## config.mk

```make
export PLATFORM = sky130hd
export DESIGN_NAME = e2q_prep
export DESIGN_NICKNAME = d
export VERILOG_FILES = /design/src/hw/rtl/assert_macros.svh /design/src/hw/rtl/e2q_pkg.sv /design/src/hw/rtl/e2q_prep.sv
export SDC_FILE = /design/constraint.sdc
export NUM_CORES = 1
export LEC_CHECK = 0
export ABC_AREA = 1
export BUFFER_PORTS_ARGS = -buffer_cell sky130_fd_sc_hd__buf_2
export CAP_MARGIN = 0
export CORE_UTILIZATION = 50
export CTS_BUF_LIST = sky130_fd_sc_hd__clkbuf_8
export CTS_CLUSTER_DIAMETER = 30
export CTS_CLUSTER_SIZE = 14
export DETAILED_ROUTE_END_ITERATION = 16
export PLACE_DENSITY = 0.7
export SLEW_MARGIN = 0
export SYNTH_ARGS = -nofsm -noshare
export SYNTH_HDL_FRONTEND = slang
export SYNTH_SLANG_ARGS = --single-unit
```

## constraint.sdc

```tcl
create_clock -name clk -period 16.16 [get_ports clk]
set_input_delay 3.232 -clock clk [delete_from_list [all_inputs] [get_ports clk]]
set_output_delay 3.232 -clock clk [all_outputs]
set_load 0.03 [all_outputs]
```

## src/hw/rtl/assert_macros.svh

```systemverilog
// Assertion macros shared by the conversion pipeline's RTL files.
`ifndef ASSERT_MACROS_SVH
`define ASSERT_MACROS_SVH

// Same-cycle implication, disabled while in reset.
`define E2Q_ASSERT_IMP(lbl, clk, rst_n, ante, cons, msg) \
  lbl: assert property (@(posedge clk) disable iff (!rst_n) (ante) |-> (cons)) \
    else $error(msg);

// Next-cycle implication, disabled while in reset.
`define E2Q_ASSERT_NXT(lbl, clk, rst_n, ante, cons, msg) \
  lbl: assert property (@(posedge clk) disable iff (!rst_n) (ante) |=> (cons)) \
    else $error(msg);

`endif

```

## src/hw/rtl/e2q_pkg.sv

```systemverilog
// Types and constants for the angle-to-quaternion pipeline.
package e2q_pkg;

  typedef logic signed [15:0] angle_t;
  typedef logic signed [15:0] q15_t;
  typedef logic signed [33:0] cw_t;   // CORDIC word, Q2.30 with guard bits
  typedef logic signed [31:0] cs_t;   // cosine or sine, Q2.30

  localparam int ATAN_ENTRIES = 24;
  localparam logic signed [16:0] HALF_RIGHT = 17'sd23040;   // 90 deg in Q9.8
  localparam logic signed [16:0] HALF_TURN  = 17'sd46080;   // 180 deg in Q9.8
  localparam logic [24:0] DEG_TO_RAD_Q30 = 25'd18740330;
  localparam cw_t GAIN_Q30 = 34'sd652032874;

  localparam logic signed [31:0] ATAN_Q30 [ATAN_ENTRIES] = '{
    32'sd843314856, 32'sd497837829, 32'sd263043836, 32'sd133525158,
    32'sd67021686,  32'sd33543515,  32'sd16775850,  32'sd8388437,
    32'sd4194282,   32'sd2097149,   32'sd1048575,   32'sd524287,
    32'sd262143,    32'sd131071,    32'sd65535,     32'sd32767,
    32'sd16383,     32'sd8191,      32'sd4095,      32'sd2047,
    32'sd1023,      32'sd511,       32'sd255,       32'sd127
  };

  // Half angle in radians, ready for the CORDIC.
  typedef struct packed {
    logic valid;
    logic flip;
    cw_t  z;
  } lane_t;

  // Cosine and sine of one half angle.
  typedef struct packed {
    logic valid;
    cs_t  c;
    cs_t  s;
  } trig_t;

  typedef struct packed {
    logic valid;
    q15_t w;
    q15_t x;
    q15_t y;
    q15_t z;
  } quat_t;

endpackage

```

## src/hw/rtl/e2q_prep.sv

```systemverilog
// Range reduction and degree-to-radian scaling of one half angle.
module e2q_prep (
  input  logic             clk,
  input  logic             rst_n,
  input  logic             en,
  input  logic             in_valid,
  input  e2q_pkg::angle_t  angle,
  output e2q_pkg::lane_t   lane
);
  import e2q_pkg::*;

  logic              v1_r, f1_r, n1_r;
  logic [14:0]       mag1_r;
  logic              v2_r, f2_r, n2_r;
  logic [39:0]       prod2_r;
  lane_t             lane_r;

  logic signed [16:0] hx, hr;
  logic               flip, neg;
  logic [16:0]        habs;
  logic [40:0]        rnd;
  cw_t                zmag;

  always_comb begin
    hx   = {angle[15], angle};
    hr   = hx;
    flip = 1'b0;
    if (hx > HALF_RIGHT) begin
      hr   = hx - HALF_TURN;
      flip = 1'b1;
    end else if (hx < -HALF_RIGHT) begin
      hr   = hx + HALF_TURN;
      flip = 1'b1;
    end
    neg  = hr[16];
    habs = neg ? 17'(-hr) : 17'(hr);
  end

  always_comb begin
    rnd  = {1'b0, prod2_r} + 41'd128;
    zmag = {3'b000, rnd[38:8]};
  end

  always_ff @(posedge clk) begin
    if (!rst_n) begin
      v1_r   <= 1'b0;
      v2_r   <= 1'b0;
      lane_r.valid <= 1'b0;
    end else if (en) begin
      v1_r   <= in_valid;
      v2_r   <= v1_r;
      lane_r.valid <= v2_r;
    end
  end

  always_ff @(posedge clk) begin
    if (en) begin
      f1_r    <= flip;
      n1_r    <= neg;
      mag1_r  <= habs[14:0];
      f2_r    <= f1_r;
      n2_r    <= n1_r;
      prod2_r <= {25'd0, mag1_r} * {15'd0, DEG_TO_RAD_Q30};
      lane_r.flip <= f2_r;
      lane_r.z    <= n2_r ? -zmag : zmag;
    end
  end

  assign lane = lane_r;
endmodule

```

After elaboration in Yosys (flattened, before gate mapping) --
Cells that the tools add are included. Widths: inputs -> output; s select.
Word-level totals: bits in registers 95, memories kept 0, output and inout bits 36, memory bits (writable) 0, bits in latches 0, memory bits (read-only) 0
Operators by class: order comparisons 2, divide/modulo/power cells 0, $mul 1, eq/ne operators 0, shifts and indexed selects 0, $add $sub $neg 5, muxes and demuxes 5, bitwise logic cells 0, reductions and logical operators 0
Operators by type and width (count):
- $add 39x8->39 const B | 1
- $mul 15x24->38 const B | 1
- $mux 17 | 2
- $neg 31->34 | 1
- $mux 31 | 1
- $add 16x17->17 const B | 1
- $sub 16x17->17 const B | 1
- $gt 16x16->1 const B | 1
- $lt 16x16->1 const B | 1
- $mux 15 | 1
- $neg 15->15 | 1
- $mux 1 | 1

Longest topological paths before layout --
depth after elaboration 5, depth in mapped cells 24, depth with buffers taken out 24

Worst setup path after synthesis --
Ideal clock, no wire load.
path type register to register, start register mag1_r[4], end register prod2_r[38], data pin, cell stages (with the launch flop) 21, period minus slack after synthesis 5.338 ns, library setup time 0.261 ns, path slack 10.822 ns, arrival time 5.077 ns, path through edfxtp_1 fa_1 inv_1 fa_1 inv_1 fa_1 fa_1 fa_1 inv_1 fa_1 inv_1 ha_1 a21o_1 o21bai_1 nand2_1 nand2_1 a21oi_1 o21ai_0 nand2_1 nand2_1 xor2_1
On the way: cells in the longest elaborated chain, start to end 1
RTL lines:
- start, declared | RTL line e2q_prep.sv:13 | logic [14:0] mag1_r;
- start signal, assigned | RTL line e2q_prep.sv:60 | mag1_r <= habs[14:0];
- $mul 15x24->38 | RTL line e2q_prep.sv:63 | prod2_r <= {25'd0, mag1_r} * {15'd0, DEG_TO_RAD_Q30};
- end signal, assigned | RTL line e2q_prep.sv:63
- end, declared | RTL line e2q_prep.sv:15 | logic [39:0] prod2_r;
No other way between the ends. A chain may end at the register's enable or synchronous reset.

Final worst setup path --
Ends and elaborated chain as after synthesis.

==> key figures <==
Outcome
  – Outcome: complete, no violations

STA
  – RSZ-0062 raised after global routing: no
  – Final setup viols: 0
  – Final Max Slew Viols: 0
  – Worst slew margin: 0.361
  – Clock Skews: roughly 0.020 ns
  – PnR worst setup slack: about 10 ns
  – Ratio of final minimum period to clock period: 0.372
  – TNS Setup: 0 ns
  – Count of final hold-check violations: 0
  – Worst Tran Pin Value: 0.959 ns
  – WHS: around 0.43 ns
  – Post-route minimum period: 6.02 ns
  – Max Freq: 0.166 GHz

Route
  – Via count: 9126
  – Iter 0 DRT Violations: 374
  – Routed WL: 28200 µm
  – Via density: 5.00
  – Drt pass-1 iters: 5
  – DR DRC count: 0
  – WL/cell: 15.5 µm
  – Antenna viol nets, final: 0

Yosys
  – Average cell area after synthesis: 8.26 µm²
  – Mux contribution to synthesized area: 0
  – Largest family of logic cells by synthesized area: adder cells
  – Cell Area, Synth: 0.0119 mm²
  – Syn. warnings: 0
  – Synth Area in Compound Gates: 0.0493
  – Synth Area in Simple Gates: 0.236
  – Post-synth EDFFs: 86
  – Share of the yosys chip area belonging to registers: 0.223
  – Gate count of the mapped netlist: 1437
  – Adder-Cell Fraction of Synth Area: 0.349
  – Post-synth net total: 1718
  – Post-synthesis xor/xnor area fraction: 0.0472
  – #FFs+latches synth: 89
  – Ys flop type: edfxtp_1
  – Distinct cell type count after synthesis: 41
  – Post-synthesis async set-or-reset flop share: 0

Setup path
  – Reg2reg start: mag1_r[4]$_DFFE_PP_
  – Worst-path maximum fanout: 8
  – Crit path cell chain: fa_1 -> inv_1 -> fa_1 -> inv_1 -> fa_1 -> fa_1 -> fa_1 -> inv_1 -> fa_1 -> inv_1 -> ha_1 -> nand2_1 -> nor2_1 -> inv_1 -> nor2_1 -> nand3_1 -> o21ai_0 -> nand2_1 -> nand2_1 -> xor2_1
  – Worst path slowest cell: fa_1
  – Data required time at the worst endpoint: 16.38 ns
  – Worst setup SP type: flop
  – CP startpoint: mag1_r[4]$_DFFE_PP_
  – Slowest stage delay, CP: 0.65 ns
  – Setup crit end kind: flop
  – Crit path top cell by count: fa_1
  – Crit Path Class: flop to flop
  – Critical path data arrival time: 6.24 ns

Clock network
  – H-tree depth: 3
  – Clock net sink count: between 80 and 90
  – Hold buffer count at cts: 0
  – Post-CTS setup buffer count: 0
  – Maximum root-to-sink buffer count: 2
  – TritonCTS buffer count: 9
  – CTS clk-pin slew, worst paths: 0.10 ns
  – CTS resizes: 0
  – Root buffer cell: clkbuf_8
  – TritonCTS clock tree: done
  – Clock Latency Late Sink: 0.40 ns

Place
  – Cells after DPL: approximately 1.8k
  – I/O Buffers: 55
  – Post-detail-place hpwl: around 25000 µm
  – GPL Wtd Cong: 0.935
  – Setup slack at placement: slightly above 10 ns

Final layout
  – Commonest non-fill, non-tap cell in the layout: nand2_1
  – Final non-filler cell total: 1824
  – Ant. Diodes: 0
  – Nets: 1781
  – Area grow syn2layout: 7.56%
  – Layout cells sized above 1: 0.0877
  – Most frequent cells in the layout: 329 x nand2_1, 295 x inv_1, 145 x ha_1

Hold path
  – Min-delay worst type: flop to flop
  – Hold Startpoint: n1_r$_DFFE_PP_

Job
  – Number of max-cap violations: 0

Floorplan
  – Initial Util: 0.507
  – Row count: 56
  – Die W: 156 µm
  – Ports: 56
  – Die Ht: about 160 µm
  – Die area: approximately 0.024 mm²
  – Core area: ~0.023 mm²

Global route
  – Global-route wire length before repair: approximately 46000 µm
  – Largest net degree at the start of global routing: 81
  – Vias in the first global route: 9195
  – Total track usage: 0.245
  – Antenna violations before repair: 0
  – GR Overflow Total: 0
-- metal layers --
layer  vias up  track usage  share of wire
li1       4658            -              -
met1      4228        0.280           0.41
met2       184        0.466           0.52
met3        56       0.0261          0.026
met4         0       0.0943          0.037
met5         -            0              0
-- worst max-delay path: cells and delay by family, from the launching register on --
family	cells	cell delay, ns
AND/OR/NAND/NOR	6	0.81
XOR/XNOR	1	0.19
adder cells (fa/ha/maj)	7	3.55
flip-flops	1	0.57
AO/OA/AOI/OAI	1	0.41
buffers and inverters	5	0.33
-- per-stage QoR --
step,area (µm²),util
after floorplan,11900,-
after global placement,12500,0.535
final,12800,0.545
after global routing,12800,0.545
after CTS,12800,0.545
after detailed placement,12500,0.535
-- synthesized netlist by cell type, drive strengths merged (3+ instances only) --
cell / instances / area, µm²
nand4: 21 / 131
dfxtp: 3 / 60.1
nor3: 16 / 80.1
a21o: 5 / 37.5
a21boi: 3 / 22.5
edfxtp: 86 / 2580
inv: 297 / 1110
xor2: 47 / 412
o21ai: 38 / 201
a21oi: 40 / 200
fa: 116 / 2320
buf: 3 / 21.3
nand3: 75 / 443
and2: 3 / 18.8
xnor2: 17 / 149
nand2: 355 / 1420
o21bai: 8 / 60.1
a31oi: 5 / 31.3
nor2: 139 / 642
ha: 145 / 1810
nor4: 3 / 18.8
-- kinds of logic (layout without fill, tap and decap cells) --
group | Yosys count | count (layout)
AO/OA/AOI/OAI | 103 | 103
AND/OR/NAND/NOR | 618 | 618
adder cells (fa/ha/maj) | 261 | 261
XOR/XNOR | 64 | 64
buffers and inverters | 302 | 370
flip-flops | 89 | 89
-- state kept, by name, summed over array words and instances, names as in the netlist --
signal,cells
n1_r,1
v1_r,1
prod2_r,32
f1_r,1
n2_r,1
lane,36
f2_r,1
mag1_r,15
v2_r,1
-- final timing paths --
check / slack (ns) / cells past startpoint / endpoint
hold reg to reg: 0.43 / 0 / n2_r$_DFFE_PP_
setup reg to reg: 10.14 / 20 / prod2_r[38]$_DFFE_PP_
setup / recovery: 10.14 / 20 / prod2_r[38]$_DFFE_PP_
hold / removal: 0.43 / 0 / n2_r$_DFFE_PP_
-- cell type report --
type                       count  area [µm²]
fill                        2294       10600
multi-input combinational   1046        8080
sequential                    89        2640
inverter                     297        1110
tap                          319         399
timing repair buffer          57         293
clock buffer                  10         138
clock inverter                 6        96.3
Power is not shown: default switching activity piles up to over one toggle a cycle in this logic, so the estimate is an artifact.
