File: config.mk
export PLATFORM = sky130hd
export DESIGN_NAME = e2q_cordic
export DESIGN_NICKNAME = d
export VERILOG_FILES = /design/src/hw/rtl/e2q_pkg.sv /design/src/hw/rtl/e2q_cordic.sv
export VERILOG_INCLUDE_DIRS = /design/src /design/src/hw/rtl
export SDC_FILE = /design/constraint.sdc
export NUM_CORES = 2
export LEC_CHECK = 0
export BUFFER_PORTS_ARGS = -buffer_cell sky130_fd_sc_hd__buf_2
export CAP_MARGIN = 20
export CORE_MARGIN = 1
export CORE_UTILIZATION = 30
export CTS_CLUSTER_DIAMETER = 120
export DETAILED_ROUTE_END_ITERATION = 10
export PLACE_DENSITY = 0.4
export SYNTH_ARGS = -nofsm -noshare
export SYNTH_HDL_FRONTEND = slang
export SYNTH_SLANG_ARGS = --single-unit
File: constraint.sdc
create_clock -name clk -period 6.42 [get_ports clk]
set_input_delay 0.963 -clock clk [delete_from_list [all_inputs] [get_ports clk]]
set_output_delay 0.963 -clock clk [all_outputs]
set_load 0.05 [all_outputs]
File: src/hw/rtl/assert_macros.svh
// Assertion macros shared by the conversion pipeline's RTL files.
`ifndef ASSERT_MACROS_SVH
`define ASSERT_MACROS_SVH

// Same-cycle implication, disabled while in reset.
`define E2Q_ASSERT_IMP(lbl, clk, rst_n, ante, cons, msg) \
  lbl: assert property (@(posedge clk) disable iff (!rst_n) (ante) |-> (cons)) \
    else $error(msg);

// Next-cycle implication, disabled while in reset.
`define E2Q_ASSERT_NXT(lbl, clk, rst_n, ante, cons, msg) \
  lbl: assert property (@(posedge clk) disable iff (!rst_n) (ante) |=> (cons)) \
    else $error(msg);

`endif

File: src/hw/rtl/e2q_pkg.sv
// Types and constants for the angle-to-quaternion pipeline.
package e2q_pkg;

  typedef logic signed [15:0] angle_t;
  typedef logic signed [15:0] q15_t;
  typedef logic signed [33:0] cw_t;   // CORDIC word, Q2.30 with guard bits
  typedef logic signed [31:0] cs_t;   // cosine or sine, Q2.30

  localparam int ATAN_ENTRIES = 24;
  localparam logic signed [16:0] HALF_RIGHT = 17'sd23040;   // 90 deg in Q9.8
  localparam logic signed [16:0] HALF_TURN  = 17'sd46080;   // 180 deg in Q9.8
  localparam logic [24:0] DEG_TO_RAD_Q30 = 25'd18740330;
  localparam cw_t GAIN_Q30 = 34'sd652032874;

  localparam logic signed [31:0] ATAN_Q30 [ATAN_ENTRIES] = '{
    32'sd843314856, 32'sd497837829, 32'sd263043836, 32'sd133525158,
    32'sd67021686,  32'sd33543515,  32'sd16775850,  32'sd8388437,
    32'sd4194282,   32'sd2097149,   32'sd1048575,   32'sd524287,
    32'sd262143,    32'sd131071,    32'sd65535,     32'sd32767,
    32'sd16383,     32'sd8191,      32'sd4095,      32'sd2047,
    32'sd1023,      32'sd511,       32'sd255,       32'sd127
  };

  // Half angle in radians, ready for the CORDIC.
  typedef struct packed {
    logic valid;
    logic flip;
    cw_t  z;
  } lane_t;

  // Cosine and sine of one half angle.
  typedef struct packed {
    logic valid;
    cs_t  c;
    cs_t  s;
  } trig_t;

  typedef struct packed {
    logic valid;
    q15_t w;
    q15_t x;
    q15_t y;
    q15_t z;
  } quat_t;

endpackage

File: src/hw/rtl/e2q_cordic.sv
// Pipelined rotation-mode CORDIC, one rotation per register stage.
`include "assert_macros.svh"
module e2q_cordic #(
  parameter int STAGES = 16
) (
  input  logic            clk,
  input  logic            rst_n,
  input  logic            en,
  input  e2q_pkg::lane_t  lane,
  output e2q_pkg::trig_t  trig
);
  import e2q_pkg::*;

  localparam int N = (STAGES < ATAN_ENTRIES) ? STAGES : ATAN_ENTRIES;

  logic v_w [N+1];
  logic f_w [N+1];
  cw_t  x_w [N+1];
  cw_t  y_w [N+1];
  cw_t  z_w [N+1];
  trig_t trig_r;

  assign v_w[0] = lane.valid;
  assign f_w[0] = lane.flip;
  assign x_w[0] = GAIN_Q30;
  assign y_w[0] = '0;
  assign z_w[0] = lane.z;

  for (genvar i = 0; i < N; i++) begin : g_stage
    logic v_r, f_r;
    cw_t  x_r, y_r, z_r;
    cw_t  dx, dy, at;

    assign dx = x_w[i] >>> i;
    assign dy = y_w[i] >>> i;
    assign at = {{2{ATAN_Q30[i][31]}}, ATAN_Q30[i]};

    always_ff @(posedge clk) begin
      if (!rst_n) begin
        v_r <= 1'b0;
      end else if (en) begin
        v_r <= v_w[i];
      end
    end

    always_ff @(posedge clk) begin
      if (en) begin
        f_r <= f_w[i];
        if (!z_w[i][33]) begin
          x_r <= x_w[i] - dy;
          y_r <= y_w[i] + dx;
          z_r <= z_w[i] - at;
        end else begin
          x_r <= x_w[i] + dy;
          y_r <= y_w[i] - dx;
          z_r <= z_w[i] + at;
        end
      end
    end

    assign v_w[i+1] = v_r;
    assign f_w[i+1] = f_r;
    assign x_w[i+1] = x_r;
    assign y_w[i+1] = y_r;
    assign z_w[i+1] = z_r;
  end

  // Undo the half-turn fold: negate both outputs when the angle was folded.
  always_ff @(posedge clk) begin
    if (!rst_n) begin
      trig_r.valid <= 1'b0;
    end else if (en) begin
      trig_r.valid <= v_w[N];
    end
  end

  always_ff @(posedge clk) begin
    if (en) begin
      trig_r.c <= f_w[N] ? 32'(-x_w[N]) : 32'(x_w[N]);
      trig_r.s <= f_w[N] ? 32'(-y_w[N]) : 32'(y_w[N]);
    end
  end

  assign trig = trig_r;

  logic unused_z;
  assign unused_z = ^z_w[N];

  `E2Q_ASSERT_NXT(a_hold_on_stall, clk, rst_n, !en, $stable(trig_r), "CORDIC output moved while stalled")
endmodule

Yosys cells after proc, flatten, opt, wreduce, memory -nomap -nowiden. Index checks and enable logic that the tools add are counted. Widths: inputs -> output; s select.

Mux-type cells: 48. Add/subtract/negate cells: 92.

Operator list (number): $mux 34 (44); $mux 32 (4); $add 34x20->34 (2); $add 34x21->34 (2); $add 34x22->34 (2); $add 34x23->34 (2); $add 34x24->34 (2); $add 34x25->34 (2); $add 34x26->34 (2); $add 34x27->34 (2); $add 34x28->34 (2); $add 34x29->34 (2); $add 34x30->34 (2); $add 34x30->34 const B (2); $add 34x31->34 (2); $add 34x32->34 (2); $sub 34x20->34 (2); $sub 34x21->34 (2); $sub 34x22->34 (2); $sub 34x23->34 (2); $sub 34x24->34 (2); $sub 34x25->34 (2); $sub 34x26->34 (2); $sub 34x27->34 (2); other kinds (39) (48).

Register bits after elaboration: 1657. Logic and storage cells: 221.

Longest topological paths before layout.
Depth in word-level cells: 2. Depth in mapped cells: 22. Mapped depth without buffers: 21.

Worst setup path after synthesis. OpenSTA, ideal clock, no wires.

Path type: register to register. Start point: register g_stage[3].x_r[7]. End point: register g_stage[4].y_r[33] (data pin). Library setup time: 0.256 ns. Arrival: 4.484 ns. Buffers on the path: 0. Path slack: 1.680 ns. Required time: 6.164 ns. Period minus slack after synthesis: 4.740 ns. Stages on the path, launching flop included: 19. Cell sequence: edfxtp_1 -> or3_1 -> or3b_2 -> or3_1 -> nor3_1 -> nor3b_2 -> nor2_1 -> xnor2_1 -> ha_1 -> a21oi_1 -> o21bai_1 -> a21o_1 -> a21o_1 -> a211o_1 -> a21oi_1 -> nand2b_1 -> o21ai_0 -> a221o_1 -> o211a_1.

Word-level cells in the longest chain between the ends: 2. Elaborated cells on any way between the ends: 3.

RTL lines: start, declared (line e2q_cordic.sv:31) `cw_t x_r, y_r, z_r;`; start signal, assigned (line e2q_cordic.sv:50) `x_r <= x_w[i] - dy;`; start signal, assigned (line e2q_cordic.sv:54) `x_r <= x_w[i] + dy;`; $add 34x30->34 or $sub 34x30->34 (tied branches) (line e2q_cordic.sv:51, e2q_cordic.sv:55); $mux 34 (*) (line e2q_cordic.sv:49) `if (!z_w[i][33]) begin`; end signal, assigned (line e2q_cordic.sv:51) `y_r <= y_w[i] + dx;`; end signal, assigned (line e2q_cordic.sv:55) `y_r <= y_w[i] - dx;`; end, declared (line e2q_cordic.sv:31).

Mark *: on every way between the ends. The rest lies on a longest branch, timed or not. A chain may end at the register's enable or synchronous reset.

Worst setup path in the final report.
Start point: register g_stage[10].y_r[15]. End point: register g_stage[11].x_r[32] (data pin).

Word-level cells in the longest chain between the ends: 2. Elaborated cells on any way between the ends: 3.

RTL lines (line): start, declared (e2q_cordic.sv:31); start signal, assigned (e2q_cordic.sv:51); start signal, assigned (e2q_cordic.sv:55); $sub 34x23->34 or $add 34x23->34 (tied branches) (e2q_cordic.sv:50, e2q_cordic.sv:54); $mux 34 (*) (e2q_cordic.sv:49); end signal, assigned (e2q_cordic.sv:50); end signal, assigned (e2q_cordic.sv:54); end, declared (e2q_cordic.sv:31).

Marked as above.

==> flow_summary.json <==
{
  "status": "completed",
  "ctsHoldBuffers": 0,
  "fin_setup_tns_ns": 0,
  "ios": 104,
  "grt_pass1_vias": 97885,
  "synth_area_mm2": 0.1282,
  "grt_pass1_wl_um": 572700,
  "vias": 98319,
  "drv_cap": 0,
  "io_buffer_count": 103,
  "register_area_mm2": 0.04695,
  "core_mm2": 0.4246,
  "drive_gt1_share_pct": 5.078,
  "ys_seq_elements": 1569,
  "htree_levels": 4,
  "viasPerCell": 5.112,
  "drc": 0,
  "critPathSlowestCell": "nor4_1",
  "wl_per_cell_um": 19.30,
  "required_ns": 7.05,
  "finalSetupViolCount": 0,
  "cp-end-kind": "flop",
  "cts.repair.resized": 0,
  "dieArea_mm2": 0.4298,
  "tightest_slew_ns": 1.143,
  "crit_top_cell": "a21o_1",
  "post-dp-hpwl_um": 296300,
  "startpoint_type": "flop",
  "hold_violations": 0,
  "synth.avg_cell_area_um2": 9.741,
  "grt_start_max_net_pins": 169,
  "synth.distinct_cells": 103,
  "cts_tree": "built",
  "hold_depth": 1,
  "slew_headroom_pct": 23.18,
  "grt.overflow.total": 0,
  "final_cell_mix": "1,552 x edfxtp_1, 1,499 x a21oi_1, 1,430 x ha_1, 1,285 x xnor2_1, 1,116 x nor2_1",
  "hold_class": "input pin to flop",
  "worstSetupPathType": "flop to flop",
  "min_period_ns": 5.795,
  "crit_path_cell_trace": "or3_1 -> nor3b_1 -> nand2_1 -> nor4_1 -> nor2_1 -> xnor2_1 -> ha_1 -> a21o_1 -> a21o_1 -> a21o_1 -> a31o_2 -> a221o_1 -> a41oi_1 -> o41ai_1 -> o21ai_0 -> nor2b_1 -> o21ai_0 -> xor2_1",
  "routabilityCongestion": 0.8661,
  "synth.yosys.seq_area_share_pct": 36.63,
  "drt_iter0_markers": 5817,
  "path_buf_inv": 0,
  "fin_worst_skew_ns": 0.05382,
  "cts_buffers": 209,
  "max_clock_freq_mhz": 172.6,
  "hold_slack_ns": 0.2279,
  "multi_input_area_mm2": 0.07834,
  "die_h_um": 655.6,
  "antenna_left": 0,
  "final_common_cell": "edfxtp_1",
  "synthArstFlopShare_pct": 0,
  "clk_pin_slew_ns": 0.06,
  "min_from": "lane[0]",
  "ys_warn_count": 0,
  "drv_slew": 0,
  "clkSinkCount": 1569,
  "n_fill_cell": 43176,
  "rsz0062_at_grt": "false",
  "hold_end": "g_stage[0].z_r[0]",
  "r2r_end": "g_stage[11].x_r[32]",
  "critPathArrivalTime_ns": 6.43,
  "cts_buffer_depth": 4,
  "post-cts-setup-buffer-count": 0,
  "crit_start": "g_stage[10].y_r[15]",
  "synth_edf_count": 1552,
  "area_delta_synth_final_pct": 11.49,
  "antenna_found_initial": 1,
  "insertion_delay_ns": 0.91,
  "r2r_cells": 18,
  "rows": 239,
  "placed_cells_incl_taps": 18848,
  "grt_use_total_pct": 16.65,
  "nNetsFinal": 14910,
  "path_delay_family": "simple AND/OR/NAND/NOR gates",
  "synthesis.nets": 14670,
  "fin_cells": 19233,
  "worstReg2RegStart": "g_stage[10].y_r[15]",
  "dr.pass1.iters": 9,
  "cpPeakStageDelay_ns": 0.59,
  "fin_crit_sh_pct": 90.26,
  "ys.flop_type": "edfxtp_1",
  "root_buffer": "clkbuf_16",
  "ff2ff_setup_slack_ns": 0.63,
  "post_synth_inst_count": 13157,
  "die_x_um": 655.6,
  "initial_core_util_pct": 30.18,
  "wirelength_um": 371200,
  "crit_path_max_fanout": 6
}
==> worst max-delay path by stage <==
stage	endpoint	cells after the start
floorplan	g_stage[4].y_r[33]	18
global placement	g_stage[4].y_r[33]	18
detailed placement	g_stage[11].x_r[32]	18
CTS	g_stage[5].x_r[33]	20
global route	g_stage[5].x_r[33]	20
finish	g_stage[11].x_r[32]	18
==> metal layers <==
metal	GRT usage (%)	routed length, um
met5	0	0
met1	21.35	168900
met4	4.608	10810
met3	1.705	11260
met2	29.57	180300
==> cell families (layout without fill, tap and decap cells) <==
logic type	after synthesis	in the layout	share of synthesized area, %
muxes	139	139	1.136
DFF	1569	1569	36.63
and+or+nand+nor	3266	3266	12.46
other	1	2	0.002926
buffers and inverters	767	1179	2.248
AOI/OAI and AO/OA	4004	4004	19.64
adders and majority gates	1474	1474	14.65
xor gates and xnor gates	1937	1937	13.24
==> stage by stage <==
| stage | instance area, um^2 | utilization, % | worst slack (ns) |
|---|---|---|---|
| 6_report | 142900 | 33.65 | 0.6252 |
| 4_1_cts | 142900 | 33.65 | 0.8073 |
| 3_5_place_dp | 136000 | 32.03 | 0.8577 |
| 2_1_floorplan | 128200 | - | 1.680 |
| 3_3_place_gp | 136000 | 32.03 | 0.9223 |
| 5_1_grt | 142900 | 33.65 | 0.3440 |
==> Yosys cell counts, types with 25 or more instances <==
cell type,instances,share of area [%]
edfxtp_1,1552,36
a21oi_1,1499,5.9
ha_1,1430,14
xnor2_1,1285,8.8
nor2_1,1116,3.3
a21o_1,677,4.0
xor2_1,651,4.4
o21ai_0,643,2.5
inv_1,585,1.7
nand2_1,562,1.6
nor3_1,341,1.3
nor2b_1,216,1.1
nand3_1,196,0.77
o21a_1,193,1.1
nand2b_1,174,0.85
o21bai_1,155,0.91
clkbuf_1,135,0.40
a31oi_1,134,0.65
and3_1,112,0.55
a211oi_1,108,0.63
nand4_1,91,0.44
mux2i_1,87,0.68
o31ai_1,87,0.51
or3_1,83,0.41
nor4_1,81,0.40
and2_1,75,0.37
o211ai_1,61,0.36
mux2_2,52,0.46
o41ai_1,48,0.33
nor3b_1,46,0.27
a21boi_0,45,0.26
fa_1,44,0.69
buf_1,43,0.13
or4_1,43,0.25
or2_2,41,0.20
a221oi_1,32,0.22
a31o_2,30,0.21
a211o_1,25,0.17
==> flip-flops by register name, summed over array words and instances (netlist names) <==
name         flops
g_stage.f_r     16
g_stage.v_r     16
g_stage.y_r    509
g_stage.x_r    486
trig            65
g_stage.z_r    477
==> cell type report <==
class / count / area share, %
diodes: 1 / 0.001751
clock buffers: 254 / 3.853
clock inverters: 129 / 0.9448
inverters: 587 / 1.542
multi-input cells: 10821 / 54.82
flip-flops and latches: 1569 / 32.85
well taps: 5663 / 4.959
repair buffers: 209 / 1.021
Power is left out: the tool's default activity adds up to more than one toggle a clock period on the data nets, which glitch-free logic cannot reach.
